## src/hdl/bfg_pkg.sv

```systemverilog
// Package for the battery fuel gauge: widths, discharge curve tables,
// back-end state type and the structs passed between the gauge modules.
// No dependencies.
`timescale 1ns / 1ps

package bfg_pkg;

  localparam int SAMPLE_W = 12;                  // ADC pin reading, mV
  localparam int SUM_W    = 16;                  // burst sum, wraps
  localparam int CNT_W    = 4;                   // samples taken in a burst
  localparam int BURST_W  = 5;                   // holds the burst length itself
  localparam int CAL_W    = 15;                  // gain, unsigned Q1.14
  localparam int MV_W     = 14;                  // battery_mv
  localparam int PCT_W    = 7;                   // charge_percent
  localparam int FRAC_W   = 14;                  // fraction bits of the gain
  localparam int NUM_W    = SUM_W + 1 + CAL_W;   // sum * 2 * gain
  localparam int QMV_W    = NUM_W - FRAC_W;      // unclamped voltage quotient
  localparam int CMV_W    = 13;                  // curve voltages
  localparam int CURVE_N  = 12;
  localparam int IDX_W    = 4;
  localparam int DV_W     = 8;                   // voltage span of a segment
  localparam int DP_W     = 4;                   // percent span of a segment
  localparam int DH_W     = 12;                  // span scaled by burst length
  localparam int DVS_W    = DH_W + FRAC_W;       // percent divider, divisor
  localparam int DIV_W    = 30;                  // percent divider, dividend
  localparam int QP_W     = 4;                   // percent divider, quotient bits
  localparam int Q_DEPTH  = 2;                   // front/back queue, power of two
  localparam int Q_AW     = 1;

  localparam logic [CAL_W-1:0] GAIN_ONE  = 15'd16384;
  localparam logic [MV_W-1:0]  MV_MAX    = 14'd16383;
  localparam logic [PCT_W-1:0] PCT_FULL  = 7'd100;
  localparam logic [PCT_W-1:0] PCT_EMPTY = 7'd0;
  localparam logic [IDX_W-1:0] IDX_TOP   = 4'd0;
  localparam logic [IDX_W-1:0] IDX_BOT   = 4'd11;

  typedef enum logic [2:0] {
    BK_IDLE,
    BK_RECIP,
    BK_REM,
    BK_SEG,
    BK_PREP,
    BK_PCT_GO,
    BK_PCT_WAIT,
    BK_EMIT
  } bk_state_t;

  typedef struct packed {
    logic             push;
    logic [SUM_W-1:0] sum;
  } q_wr_t;

  typedef struct packed {
    logic             valid;
    logic [SUM_W-1:0] sum;
  } q_rd_t;

  typedef struct packed {
    logic             start;
    logic [DIV_W-1:0] dividend;
    logic [DVS_W-1:0] divisor;
  } div_req_t;

  typedef struct packed {
    logic            done;
    logic [QP_W-1:0] quot;
  } div_rsp_t;

  // Li-Po discharge curve, highest point first
  function automatic logic [CMV_W-1:0] curve_mv(input logic [IDX_W-1:0] i);
    logic [CMV_W-1:0] v;
    unique case (i)
      4'd0:    v = 13'd4200;
      4'd1:    v = 13'd4100;
      4'd2:    v = 13'd4000;
      4'd3:    v = 13'd3920;
      4'd4:    v = 13'd3850;
      4'd5:    v = 13'd3800;
      4'd6:    v = 13'd3760;
      4'd7:    v = 13'd3720;
      4'd8:    v = 13'd3680;
      4'd9:    v = 13'd3600;
      4'd10:   v = 13'd3500;
      4'd11:   v = 13'd3300;
      default: v = 13'd3300;
    endcase
    return v;
  endfunction

  function automatic logic [PCT_W-1:0] curve_pct(input logic [IDX_W-1:0] i);
    logic [PCT_W-1:0] p;
    unique case (i)
      4'd0:    p = 7'd100;
      4'd1:    p = 7'd90;
      4'd2:    p = 7'd80;
      4'd3:    p = 7'd70;
      4'd4:    p = 7'd60;
      4'd5:    p = 7'd50;
      4'd6:    p = 7'd40;
      4'd7:    p = 7'd30;
      4'd8:    p = 7'd20;
      4'd9:    p = 7'd10;
      4'd10:   p = 7'd5;
      4'd11:   p = 7'd0;
      default: p = 7'd0;
    endcase
    return p;
  endfunction

endpackage

```

## src/hdl/bfg_if.sv

```systemverilog
// Valid/ready channel interfaces of the fuel gauge: sample input and result output.
// Depends on bfg_pkg.
`timescale 1ns / 1ps

interface bfg_sample_if;
  import bfg_pkg::*;
  logic                valid;
  logic                ready;
  logic [SAMPLE_W-1:0] sample_mv;
  modport source (output valid, output sample_mv, input ready);
  modport sink   (input valid, input sample_mv, output ready);
endinterface

interface bfg_result_if;
  import bfg_pkg::*;
  logic             valid;
  logic             ready;
  logic [MV_W-1:0]  battery_mv;
  logic [PCT_W-1:0] charge_percent;
  modport source (output valid, output battery_mv, output charge_percent, input ready);
  modport sink   (input valid, input battery_mv, input charge_percent, output ready);
endinterface

```

## src/hdl/battery_fuel_gauge.sv

```systemverilog
// Battery fuel gauge top level: calibration register, front end, queue, back end.
// Depends on bfg_pkg, bfg_if, bfg_fifo, bfg_front, bfg_back.
//
// Usage:
//  - sample: one ADC pin reading in mV per beat (valid/ready).
//  - result: battery_mv and charge_percent, one beat per completed burst of
//    SAMPLES_PER_READING samples (valid/ready).
//  - cfg_wen/cfg_wdata: writes the Q1.14 voltage gain; write only while idle.
//  - Throughput: one sample beat per cycle. sample.ready drops only on the last
//    beat of a burst while both queue slots hold sums the back end has not taken.
//  - Path: the last beat of a burst reaches result.valid through the queue,
//    plus any wait there, and the back end; a clamped percent skips the
//    interpolation divider. The back end's pace per reading is set by its
//    sequencer and the 4-step restoring divider, so bursts of 12 or more
//    samples run at full rate.
//  - Reset (rst, synchronous): burst sum and count clear, queue empties, any
//    pending result is dropped, gain returns to 1.0.
//  - A stalled result receiver holds the result beat; the back end then waits
//    with its next reading, the queue fills, and finally sample.ready drops.
`timescale 1ns / 1ps

module battery_fuel_gauge #(
  parameter int SAMPLES_PER_READING = 16
) (
  input  logic                      clk,
  input  logic                      rst,
  input  logic                      cfg_wen,
  input  logic [bfg_pkg::CAL_W-1:0] cfg_wdata,
  bfg_sample_if.sink                sample,
  bfg_result_if.source              result
);
  import bfg_pkg::*;

  logic [CAL_W-1:0] cal;
  q_wr_t            qw;
  q_rd_t            qr;
  logic             q_full;
  logic             q_pop;

  // gain register, read by the back end while a reading is worked out
  always_ff @(posedge clk) begin
    if (rst)          cal <= GAIN_ONE;
    else if (cfg_wen) cal <= cfg_wdata;
  end

  // front end: accumulate a burst, push its sum
  bfg_front #(
    .SAMPLES_PER_READING (SAMPLES_PER_READING)
  ) u_front (
    .clk    (clk),
    .rst    (rst),
    .sample (sample),
    .qw     (qw),
    .q_full (q_full)
  );

  // two-entry queue decouples accumulation from the scaling work
  bfg_fifo u_fifo (
    .clk  (clk),
    .rst  (rst),
    .wr   (qw),
    .pop  (q_pop),
    .rd   (qr),
    .full (q_full)
  );

  // back end: voltage by reciprocal multiply, percent by curve segment
  // lookup and a short divide, result held in an output register
  bfg_back #(
    .SAMPLES_PER_READING (SAMPLES_PER_READING)
  ) u_back (
    .clk    (clk),
    .rst    (rst),
    .qr     (qr),
    .q_pop  (q_pop),
    .cal    (cal),
    .result (result)
  );

endmodule

```

## src/hdl/bfg_fifo.sv

```systemverilog
// Short queue of finished burst sums between the gauge front and back ends.
// Depends on bfg_pkg.
`timescale 1ns / 1ps

module bfg_fifo (
  input  logic          clk,
  input  logic          rst,
  input  bfg_pkg::q_wr_t wr,
  input  logic          pop,
  output bfg_pkg::q_rd_t rd,
  output logic          full
);
  import bfg_pkg::*;

  logic [SUM_W-1:0] mem [Q_DEPTH];
  logic [Q_AW-1:0]  wr_ptr;
  logic [Q_AW-1:0]  rd_ptr;
  logic [Q_AW:0]    count;

  assign full     = (count == (Q_AW+1)'(Q_DEPTH));
  assign rd.valid = (count != '0);
  assign rd.sum   = mem[rd_ptr];

  always_ff @(posedge clk) begin
    if (rst) begin
      wr_ptr <= '0;
      rd_ptr <= '0;
      count  <= '0;
    end else begin
      if (wr.push) wr_ptr <= wr_ptr + 1'b1;
      if (pop)     rd_ptr <= rd_ptr + 1'b1;
      if (wr.push && !pop)      count <= count + 1'b1;
      else if (!wr.push && pop) count <= count - 1'b1;
    end
  end

  always_ff @(posedge clk) begin
    if (wr.push) mem[wr_ptr] <= wr.sum;
  end

endmodule

```

## src/hdl/bfg_div.sv

```systemverilog
// Restoring divider for the interpolation step, one quotient bit per cycle.
// The quotient is known to fit QP_W bits. Depends on bfg_pkg.
`timescale 1ns / 1ps

module bfg_div (
  input  logic             clk,
  input  logic             rst,
  input  bfg_pkg::div_req_t req,
  output bfg_pkg::div_rsp_t rsp
);
  import bfg_pkg::*;

  localparam int CW = $clog2(QP_W);
  localparam logic [CW-1:0] LAST = CW'(QP_W - 1);

  logic             busy;
  logic             done;
  logic [CW-1:0]    cnt;
  logic [DVS_W-1:0] acc;
  logic [DVS_W-1:0] dvs;
  logic [QP_W-1:0]  shreg;   // low dividend bits out, quotient bits in

  logic [DVS_W:0]   trial;
  logic [DVS_W:0]   diff;
  logic             ge;

  assign trial = {acc, shreg[QP_W-1]};
  assign diff  = trial - {1'b0, dvs};
  assign ge    = (trial >= {1'b0, dvs});

  assign rsp.done = done;
  assign rsp.quot = shreg;

  always_ff @(posedge clk) begin
    if (rst) begin
      busy <= 1'b0;
      done <= 1'b0;
      cnt  <= '0;
    end else begin
      done <= busy && (cnt == LAST);
      if (req.start) begin
        busy <= 1'b1;
        cnt  <= '0;
      end else if (busy) begin
        cnt <= cnt + 1'b1;
        if (cnt == LAST) busy <= 1'b0;
      end
    end
  end

  // upper dividend bits start below the divisor, so QP_W steps suffice
  always_ff @(posedge clk) begin
    if (req.start) begin
      acc   <= req.dividend[DIV_W-1:QP_W];
      shreg <= req.dividend[QP_W-1:0];
      dvs   <= req.divisor;
    end else if (busy) begin
      acc   <= ge ? diff[DVS_W-1:0] : trial[DVS_W-1:0];
      shreg <= {shreg[QP_W-2:0], ge};
    end
  end

endmodule

```

## src/hdl/bfg_front.sv

```systemverilog
// Gauge front end: takes sample beats, sums a burst and queues the finished sum.
// Depends on bfg_pkg and bfg_if.
`timescale 1ns / 1ps

module bfg_front #(
  parameter int SAMPLES_PER_READING = 16
) (
  input  logic          clk,
  input  logic          rst,
  bfg_sample_if.sink    sample,
  output bfg_pkg::q_wr_t qw,
  input  logic          q_full
);
  import bfg_pkg::*;

  localparam logic [CNT_W-1:0] LAST = CNT_W'(SAMPLES_PER_READING - 1);

  logic [SUM_W-1:0] sum;
  logic [SUM_W-1:0] sum_next;
  logic [CNT_W-1:0] count;
  logic             last;
  logic             take;

  assign last     = (count >= LAST);
  assign sum_next = sum + SUM_W'(sample.sample_mv);
  // only the closing beat of a burst needs room in the queue
  assign sample.ready = !(last && q_full);
  assign take     = sample.valid && sample.ready;
  assign qw.push  = take && last;
  assign qw.sum   = sum_next;

  always_ff @(posedge clk) begin
    if (rst) begin
      sum   <= '0;
      count <= '0;
    end else if (take) begin
      if (last) begin
        sum   <= '0;
        count <= '0;
      end else begin
        sum   <= sum_next;
        count <= count + 1'b1;
      end
    end
  end

endmodule

```

## src/hdl/bfg_back.sv

```systemverilog
// Gauge back end: scales a burst sum to battery millivolts and interpolates the
// charge curve, then holds the result beat. Depends on bfg_pkg, bfg_if, bfg_div.
`timescale 1ns / 1ps

module bfg_back #(
  parameter int SAMPLES_PER_READING = 16
) (
  input  logic                      clk,
  input  logic                      rst,
  input  bfg_pkg::q_rd_t            qr,
  output logic                      q_pop,
  input  logic [bfg_pkg::CAL_W-1:0] cal,
  bfg_result_if.source              result
);
  import bfg_pkg::*;

  localparam logic [BURST_W-1:0] NBURST = BURST_W'(SAMPLES_PER_READING);
  // floor(a / N) = (a * RECIP) >> RS, exact for a below 2^QMV_W
  localparam int RS = QMV_W + BURST_W;
  localparam longint unsigned RECIP_L =
    ((longint'(1) << RS) + SAMPLES_PER_READING - 1) / SAMPLES_PER_READING;
  localparam logic [RS:0] RECIP = (RS+1)'(RECIP_L);
  localparam int PW = QMV_W + RS + 1;

  bk_state_t        state, state_next;
  logic [NUM_W-1:0] num;
  logic [PW-1:0]    prod;
  logic [QMV_W-1:0] mv_raw;
  logic [BURST_W-1:0] r1;
  logic [IDX_W-1:0] idx;
  logic [PCT_W-1:0] pct;
  logic [DH_W-1:0]  diff_hi;
  logic [DH_W-1:0]  dvn;
  logic             res_valid;
  logic [MV_W-1:0]  res_mv;
  logic [PCT_W-1:0] res_pct;

  logic [NUM_W-1:0] num_w;
  logic [PW-1:0]    prod_w;
  logic [QMV_W-1:0] mv_w;
  logic [BURST_W-1:0] r1_w;
  logic [IDX_W-1:0] seg_idx;
  logic             at_top;
  logic             at_bot;
  logic [IDX_W-1:0] prv_idx;
  logic [CMV_W-1:0] cur_mv;
  logic [CMV_W-1:0] prv_mv;
  logic [DV_W-1:0]  dv;
  logic [DP_W-1:0]  dp;
  logic [DV_W-1:0]  diff;
  logic [DH_W-1:0]  diff_hi_w;
  logic [DH_W-1:0]  dvn_w;
  logic [PCT_W:0]   pct_sum;
  logic [PCT_W-1:0] pct_w;
  logic [MV_W-1:0]  mv_sat;
  logic             emit;
  div_req_t         dreq;
  div_rsp_t         drsp;

  bfg_div u_div (
    .clk (clk),
    .rst (rst),
    .req (dreq),
    .rsp (drsp)
  );

  // datapath
  assign num_w  = NUM_W'({qr.sum, 1'b0}) * NUM_W'(cal);
  assign prod_w = PW'(num[NUM_W-1:FRAC_W]) * PW'(RECIP);
  assign mv_w   = prod[RS +: QMV_W];
  assign r1_w   = BURST_W'(num[NUM_W-1:FRAC_W] - QMV_W'(mv_w * QMV_W'(NBURST)));

  assign at_top = (mv_raw >= QMV_W'(curve_mv(IDX_TOP)));
  assign at_bot = (mv_raw < QMV_W'(curve_mv(IDX_BOT))) ||
                  ((mv_raw == QMV_W'(curve_mv(IDX_BOT))) && (r1 == '0) &&
                   (num[FRAC_W-1:0] == '0));

  // lowest-index point at or below the voltage
  always_comb begin
    seg_idx = IDX_BOT;
    for (int i = CURVE_N - 1; i >= 1; i--) begin
      if (mv_raw >= QMV_W'(curve_mv(IDX_W'(i)))) seg_idx = IDX_W'(i);
    end
  end

  assign prv_idx   = IDX_W'(idx - 1'b1);
  assign cur_mv    = curve_mv(idx);
  assign prv_mv    = curve_mv(prv_idx);
  assign dv        = DV_W'(prv_mv - cur_mv);
  assign dp        = DP_W'(curve_pct(prv_idx) - curve_pct(idx));
  assign diff      = DV_W'(mv_raw - QMV_W'(cur_mv));
  // (V - point) in units of 2^-14 / N mV, top part; low bits come from num
  assign diff_hi_w = DH_W'(DH_W'(diff) * DH_W'(NBURST) + DH_W'(r1));
  assign dvn_w     = DH_W'(DH_W'(dv) * DH_W'(NBURST));

  assign pct_sum = {1'b0, curve_pct(idx)} + (PCT_W+1)'(drsp.quot);
  assign pct_w   = (pct_sum > {1'b0, PCT_FULL}) ? PCT_FULL : pct_sum[PCT_W-1:0];
  assign mv_sat  = (mv_raw > QMV_W'(MV_MAX)) ? MV_MAX : mv_raw[MV_W-1:0];

  assign result.valid          = res_valid;
  assign result.battery_mv     = res_mv;
  assign result.charge_percent = res_pct;

  always_comb begin
    state_next    = state;
    q_pop         = 1'b0;
    emit          = 1'b0;
    dreq.start    = 1'b0;
    dreq.dividend = DIV_W'({diff_hi, num[FRAC_W-1:0]}) * DIV_W'(dp);
    dreq.divisor  = {dvn, FRAC_W'(0)};
    unique case (state)
      BK_IDLE: begin
        if (qr.valid) begin
          q_pop      = 1'b1;
          state_next = BK_RECIP;
        end
      end
      BK_RECIP: state_next = BK_REM;
      BK_REM:   state_next = BK_SEG;
      BK_SEG: begin
        if (at_top || at_bot) state_next = BK_EMIT;
        else                  state_next = BK_PREP;
      end
      BK_PREP: state_next = BK_PCT_GO;
      BK_PCT_GO: begin
        dreq.start = 1'b1;
        state_next = BK_PCT_WAIT;
      end
      BK_PCT_WAIT: begin
        if (drsp.done) state_next = BK_EMIT;
      end
      BK_EMIT: begin
        if (!res_valid || result.ready) begin
          emit       = 1'b1;
          state_next = BK_IDLE;
        end
      end
      default: state_next = BK_IDLE;
    endcase
  end

  always_ff @(posedge clk) begin
    if (rst) begin
      state     <= BK_IDLE;
      res_valid <= 1'b0;
    end else begin
      state <= state_next;
      if (emit)              res_valid <= 1'b1;
      else if (result.ready) res_valid <= 1'b0;
    end
  end

  always_ff @(posedge clk) begin
    unique case (state)
      BK_IDLE:  if (qr.valid) num <= num_w;
      BK_RECIP: prod <= prod_w;
      BK_REM: begin
        mv_raw <= mv_w;
        r1     <= r1_w;
      end
      BK_SEG: begin
        idx <= seg_idx;
        if (at_top)      pct <= PCT_FULL;
        else if (at_bot) pct <= PCT_EMPTY;
      end
      BK_PREP: begin
        diff_hi <= diff_hi_w;
        dvn     <= dvn_w;
      end
      BK_PCT_WAIT: if (drsp.done) pct <= pct_w;
      default: ;
    endcase
    if (emit) begin
      res_mv  <= mv_sat;
      res_pct <= pct;
    end
  end

endmodule

```

## src/flat_wrapper.sv

```systemverilog
// flat-port wrapper written by rule: the top's interface ports become plain ports
module battery_fuel_gauge_flat import bfg_pkg::*;
#(
  parameter int SAMPLES_PER_READING = 16
)
  (clk, rst, cfg_wen, cfg_wdata, sample_valid, sample_sample_mv, sample_ready, result_valid, result_battery_mv, result_charge_percent, result_ready);
  bfg_sample_if sample_i ();
  bfg_result_if result_i ();
  input  logic clk;
  input  logic rst;
  input  logic cfg_wen;
  input  logic [bfg_pkg::CAL_W-1:0] cfg_wdata;
  input wire logic [$bits(sample_i.valid)-1:0] sample_valid;
  input wire logic [$bits(sample_i.sample_mv)-1:0] sample_sample_mv;
  output wire logic [$bits(sample_i.ready)-1:0] sample_ready;
  output wire logic [$bits(result_i.valid)-1:0] result_valid;
  output wire logic [$bits(result_i.battery_mv)-1:0] result_battery_mv;
  output wire logic [$bits(result_i.charge_percent)-1:0] result_charge_percent;
  input wire logic [$bits(result_i.ready)-1:0] result_ready;
  assign sample_i.valid = sample_valid;
  assign sample_i.sample_mv = sample_sample_mv;
  assign sample_ready = sample_i.ready;
  assign result_valid = result_i.valid;
  assign result_battery_mv = result_i.battery_mv;
  assign result_charge_percent = result_i.charge_percent;
  assign result_i.ready = result_ready;
  battery_fuel_gauge #(.SAMPLES_PER_READING(SAMPLES_PER_READING)) u_core (.clk(clk), .rst(rst), .cfg_wen(cfg_wen), .cfg_wdata(cfg_wdata), .sample(sample_i), .result(result_i));
endmodule
```

## config.mk

```make
export PLATFORM = sky130hd
export DESIGN_NAME = battery_fuel_gauge_flat
export DESIGN_NICKNAME = d
export VERILOG_FILES = /design/src/hdl/bfg_pkg.sv /design/src/hdl/bfg_if.sv /design/src/hdl/battery_fuel_gauge.sv /design/src/hdl/bfg_fifo.sv /design/src/hdl/bfg_div.sv /design/src/hdl/bfg_front.sv /design/src/hdl/bfg_back.sv /design/src/flat_wrapper.sv
export SDC_FILE = /design/constraint.sdc
export NUM_CORES = 1
export LEC_CHECK = 0
export BUFFER_PORTS_ARGS = -buffer_cell sky130_fd_sc_hd__buf_2
export CORE_MARGIN = 1
export CORE_UTILIZATION = 40
export CTS_CLUSTER_SIZE = 8
export DETAILED_ROUTE_END_ITERATION = 12
export PLACE_DENSITY = 0.53
export SYNTH_ARGS = -nofsm -noshare
export SYNTH_HDL_FRONTEND = slang
export SYNTH_SLANG_ARGS = --single-unit
```

## constraint.sdc

```tcl
create_clock -name clk -period 7.5 [get_ports clk]
set_input_delay 0.75 -clock clk [delete_from_list [all_inputs] [get_ports clk]]
set_output_delay 0.75 -clock clk [all_outputs]
set_load 0.01 [all_outputs]
```

==> Yosys cells after proc, flatten, opt, wreduce, memory -nomap -nowiden <==
Memory sizes are Yosys's and may differ from the RTL's. A register that Yosys moved wholly into a read port is not among the register bits.
Cells that the tools add are included.
{ "classes": {"eq_ne": 14, "n_reduce_logical": 29, "add_sub_neg": 15, "mul": 2, "n_mux": 42, "magnitude_cmp": 16} }
{ "op_table": {"columns": ["op", "count"], "rows": [
  ["$ge 14x12->1 const B", 9],
  ["$mux 26", 3],
  ["$mul 16x15->31", 1],
  ["$mul 25x4->29", 1],
  ["$ge 14x13->1 const B", 2],
  ["$mux 7", 4],
  ["$ge 27x26->1", 1],
  ["$sub 26x26->26", 1],
  ["$pmux 3 s8", 1],
  ["$mux 3", 7],
  ["$mux 4", 5],
  ["$add 16x12->16", 1],
  ["$mux 16", 1],
  ["$sub 8x8->8", 2],
  ["$mux 1", 15],
  ["$eq 14x12->1 const B", 1],
  ["$gt 14x14->1 const B", 1],
  ["$logic_not 14->1", 1],
  ["$lt 14x12->1 const B", 1],
  ["$pmux 7 s2", 1],
  ["$add 12x5->12", 1],
  ["$eq 3x3->1 const B", 4],
  ["$mux 2", 5],
  ["$reduce_bool 2->1", 5],
  ["26 further kinds", 44]
]} }
{ "word_totals": {"out_inout_bits": 23, "ramBits": 32, "mem_count": 6, "input_bits": 32, "wordCells": 151, "regBits": 205, "rom_bits": 720} }
{ "mem_list": {"columns": ["name", "words", "word_bits", "read_ports", "rd_clocked_by_memory_dff", "wr", "line_no", "text"], "rows": [
  ["(no name shown)", 16, 12, 1, 0, 0, "bfg_pkg.sv:72", "unique case (i)"],
  ["(no name shown)", 16, 12, 1, 0, 0, "bfg_pkg.sv:72", null],
  ["(no name shown)", 16, 7, 1, 0, 0, "bfg_pkg.sv:92", "unique case (i)"],
  ["(no name shown)", 16, 7, 1, 0, 0, "bfg_pkg.sv:92", null],
  ["(no name shown)", 16, 7, 1, 0, 0, "bfg_pkg.sv:92", null],
  ["u_core.u_fifo.mem", 2, 16, 1, 1, 1, "bfg_fifo.sv:15", "logic [SUM_W-1:0] mem [Q_DEPTH];"]
]} }

==> Longest topological paths before layout <==
{ "depth": {"depth_word": 10, "depth_mapped": 29, "ltp_nobuf": 24} }

==> Modules after synthesis <==
Synthesis repeated with hierarchy kept, for this count alone.
{ "hier_totals": {"cells_unflattened": 2390, "area_unflattened_um2": 23964.2} }
{ "modules_own_cells": {"columns": ["module", "instances", "area_each_um2", "cells_each", "seq_area_each_um2"], "rows": [
  ["bfg_back", 1, 16562.1, 1727, 3533.4],
  ["bfg_div", 1, 4038.9, 367, 1761.7],
  ["bfg_front", 1, 1455.1, 176, 400.4],
  ["bfg_fifo", 1, 1363.8, 72, 1061.0],
  ["battery_fuel_gauge", 1, 544.3, 48, 300.3]
]} }

==> Least setup slack after synthesis <==
OpenSTA, ideal clock, no wires.
{ "synth_timing": {"path_type": "reg-to-reg", "from": "register with a tool-made name", "to": "register u_core.u_back.num[30] (data pin)", "arrival_ns": 6.532, "path_buffers": 3, "setup_time_ns": 0.260, "path_stages_with_launch": 25, "path_slack_ns": 0.708, "required_ns": 7.240, "synth_period_minus_slack_ns": 6.792, "path_cell_list": "dfxtp_1 clkbuf_1 buf_1 mux2_2 clkbuf_1 and2_1 fa_1 inv_1 fa_1 inv_1 fa_1 fa_1 fa_1 inv_1 fa_1 inv_1 ha_1 a21oi_1 o21bai_1 a21oi_1 a31oi_1 o21ai_2 o41ai_2 a221oi_2 xnor2_1"} }
{ "synth_lines": {"columns": ["element", "line_no", "text"], "rows": [
  ["end signal: assignment", "bfg_back.sv:155", "BK_IDLE: if (qr.valid) num <= num_w;"],
  ["end: declaration", "bfg_back.sv:26", "logic [NUM_W-1:0] num;"]
]} }

==> flow_metrics.tcl <==
set metrics [dict create \
    reg2reg_slack_ns 0.30 \
    vias 15200 \
    place_congestion 0.842 \
    start_kind "flip-flop" \
    grt.total_usage_pct 17.7 \
    post_cts_buffers 0 \
    syn-cell-area_um2 22100 \
    drc 0 \
    synth_sequential_area_ratio_pct 29.3 \
    synthCells 2264 \
    r2r-end "u_core.u_back.num[30]$_DFFE_PP_" \
    htree_levels 2 \
    wl_um 48900 \
    setup_viol 0 \
    start_util_pct 40.8 \
    ioPinCount 55 \
    required_ns 7.78 \
    p_per_area_nw_per_um2 320 \
    dp_cells 2943 \
    drtPass1Iterations 6 \
    async_reset_ff_share_pct 0 \
    critPathKind "flip-flop to flip-flop" \
    fin_skew_ns 0.0144 \
    setup_tns_ns 0 \
    syn_nets 2709 \
    maxSlewViolCount 0 \
    drive_above_1_share_pct 7.46 \
    fmax_mhz 139 \
    antenna_found_initial 0 \
    vias_per_cell 5.05 \
    cp-end-kind "flip-flop" \
    worstPathArrival_ns 7.48 \
    rsz0062_at_grt "false" \
    hold_start "u_core.u_back.prod[36]$_DFFE_PP_" \
    holdPathStages 0 \
    cap_violations 0 \
    stdcell_count 3002 \
    final_cell_mix "inv_1, fa_1, nand2_1, edfxtp_1, ha_1" \
    nets 2730 \
    grt_overflow 0 \
    yosysWarnings 0 \
    cts_sinks 232 \
    rows 85 \
    io_buffers 54 \
    clkSlewWorstSetupHoldPaths_ns 0.05 \
    dp_hpwl_um 38700 \
    die_h_um 237 \
    syn_area_per_cell_um2 9.78 \
    fill_cells 5227 \
    num_antenna_cells 0 \
    ys_types 82 \
    cts_root_buf "clkbuf_16" \
    crit_path_max_fanout 15 \
    postRouteAntennaNets 0 \
    synth_edf_count 184 \
    hold_path.class "flip-flop to flip-flop" \
    cts_buffers 36 \
    hold_violations 0 \
    syn2layout_area_growth_pct 9.20 \
    first_global_vias 15700 \
    relSlewSlack_pct 33.3 \
    finalCriticalPeriod_ns 7.20 \
    ys_ff_latch 232 \
    holdPathEnd "u_core.u_back.mv_raw[13]$_DFFE_PP_" \
    fp.dieW_um 237 \
    run_status "complete, no violations" \
    ir_drop_uv 161 \
    holdBufCountCts 0 \
    fin_crit_sh_pct 95.9 \
    initialDrtViolationCount 607 \
    grt_pass1_wl_um 80400 \
    worstSkewPairLatency_ns 0.54 \
    coreArea_um2 54200 \
    wl_per_cell_um 16.3 \
    cts_resized 0 \
    leakage_nw 11.0 \
    die_area_um2 56300 \
    reg2reg_depth 22 \
    final_util_pct 44.6 \
    tritoncts "built" \
    clock_path_buffers 3 \
    grt_start_max_net_pins 54 \
    tightest_slew_ns 0.990 \
    layout_commonest_cell "inv_1" \
    synth-main-ff-cell "edfxtp_1" \
]
## logic make-up after synthesis
logic type | synth area share (%)
AO/OA/AOI/OAI | 9.90
XOR/XNOR | 3.71
adder cells (fa/ha/maj) | 31.2
buffers and inverters | 7.76
flip-flops | 29.3
multiplexers | 1.87
AND/OR/NAND/NOR | 16.3
## how the worst max path moves through the flow
stage | end | slack (ns) | cells past startpoint
2_1_floorplan | u_core.u_back.num[30]$_DFFE_PP_ | 0.71 | 24
3_3_place_gp | u_core.u_back.num[29]$_DFFE_PP_ | 0.45 | 18
3_5_place_dp | u_core.u_back.num[30]$_DFFE_PP_ | 0.36 | 22
4_1_cts | u_core.u_back.num[30]$_DFFE_PP_ | 0.31 | 22
5_1_grt | u_core.u_back.num[30]$_DFFE_PP_ | 0.05 | 22
6_report | u_core.u_back.num[30]$_DFFE_PP_ | 0.30 | 22
## report_power, final
part / switching [mW] / total [mW] / internal, mW
sequential: 0.176 / 1.92 / 1.74
combinational: 2.52 / 4.31 / 1.78
clock: 0.585 / 1.51 / 0.925
total: 3.28 / 7.73 / 4.45
## critical path, cell delays in order, from the launching register on
cell and delay (ns):
dfxtp_1 0.70, buf_4 0.24, mux2_2 0.47, and2_1 0.24
fa_1 0.52, inv_1 0.05, fa_1 0.48, inv_1 0.05
fa_1 0.50, inv_1 0.05, fa_1 0.46, fa_1 0.51
fa_1 0.54, inv_1 0.04, ha_1 0.34, nand2_1 0.12
nor2_1 0.10, nand3_1 0.11, a31oi_1 0.39, o21ai_2 0.15
o41ai_2 0.58, a221oi_2 0.15, xnor2_1 0.15
## metrics by stage
| stage | cell area, µm² | hold slack [ns] | total power [mW] | worst slack [ns] |
|---|---|---|---|---|
| after floorplan | 22100 | 0.400 | 5.32 | 0.708 |
| after global placement | 23100 | 0.401 | 6.23 | 0.447 |
| after detailed placement | 23100 | 0.405 | 6.28 | 0.359 |
| after CTS | 24200 | 0.393 | 7.86 | 0.307 |
| after global routing | 24200 | 0.405 | 8.51 | 0.0542 |
| final | 24200 | 0.414 | 7.73 | 0.304 |
## registers in the layout, indices dropped and copies added (netlist names), 4 cells and up, named ones only
name	flops
u_core.u_back.prod	14
u_core.u_back.mv_raw	14
u_core.u_front.count	4
u_core.u_back.pct	7
u_core.u_back.num	31
u_core.u_front.sum	16
u_core.u_back.result.charge_percent	7
u_core.u_back.idx	4
u_core.cal	15
u_core.u_back.dvn	7
u_core.u_back.result.battery_mv	14
u_core.u_back.u_div.shreg	4
u_core.u_back.u_div.dvs	7
u_core.u_back.diff_hi	12
u_core.u_fifo.mem	32
u_core.u_back.r1	5
u_core.u_back.u_div.acc	26
## area by class of cell
class,instances,area (µm²),share of cell area [%]
clock buffers,56,1020,4.21
flip-flops and latches,232,6490,26.8
inverters,359,1350,5.57
repair buffers,80,465,1.92
clock inverters,3,32.5,0.135
well taps,696,871,3.60
multi-input cells,1576,14000,57.7
## metal layers
metal / GRT usage (%) / wire (µm) / vias to the layer above
met1: 23.0 / 22900 / 7428
li1: - / - / 7452
met5: 0 / 0 / -
met2: 30.2 / 23100 / 212
met4: 5.40 / 1230 / 0
met3: 2.79 / 1720 / 74
## synth_stat cells (6+ instances only)
| cell type | instances | area share [%] |
|---|---|---|
| and3_1 | 7 | 0.20 |
| o21a_1 | 10 | 0.34 |
| nor3_1 | 23 | 0.52 |
| fa_1 | 232 | 21 |
| buf_2 | 6 | 0.14 |
| nor2b_1 | 50 | 1.4 |
| xnor2_1 | 57 | 2.3 |
| inv_1 | 359 | 6.1 |
| a22oi_1 | 13 | 0.44 |
| nand2b_1 | 43 | 1.2 |
| a211oi_1 | 7 | 0.24 |
| nand2_1 | 201 | 3.4 |
| nor2_1 | 104 | 1.8 |
| and2_1 | 180 | 5.1 |
| o21bai_1 | 12 | 0.41 |
| ha_1 | 181 | 10 |
| mux2i_1 | 20 | 0.90 |
| xor2_1 | 35 | 1.4 |
| a31oi_1 | 10 | 0.28 |
| clkbuf_1 | 86 | 1.5 |
| a21o_1 | 31 | 1.1 |
| nor4_1 | 11 | 0.31 |
| nand3_1 | 31 | 0.70 |
| o21ai_0 | 69 | 1.6 |
| edfxtp_1 | 184 | 25 |
| or4_1 | 6 | 0.20 |
| dfxtp_1 | 48 | 4.3 |
| a21oi_1 | 104 | 2.4 |
| a211o_1 | 6 | 0.24 |
| mux2_2 | 19 | 0.97 |
| o31ai_1 | 9 | 0.31 |
| o21ai_1 | 9 | 0.20 |
No activity file was read; power rests on OpenSTA's default activity.
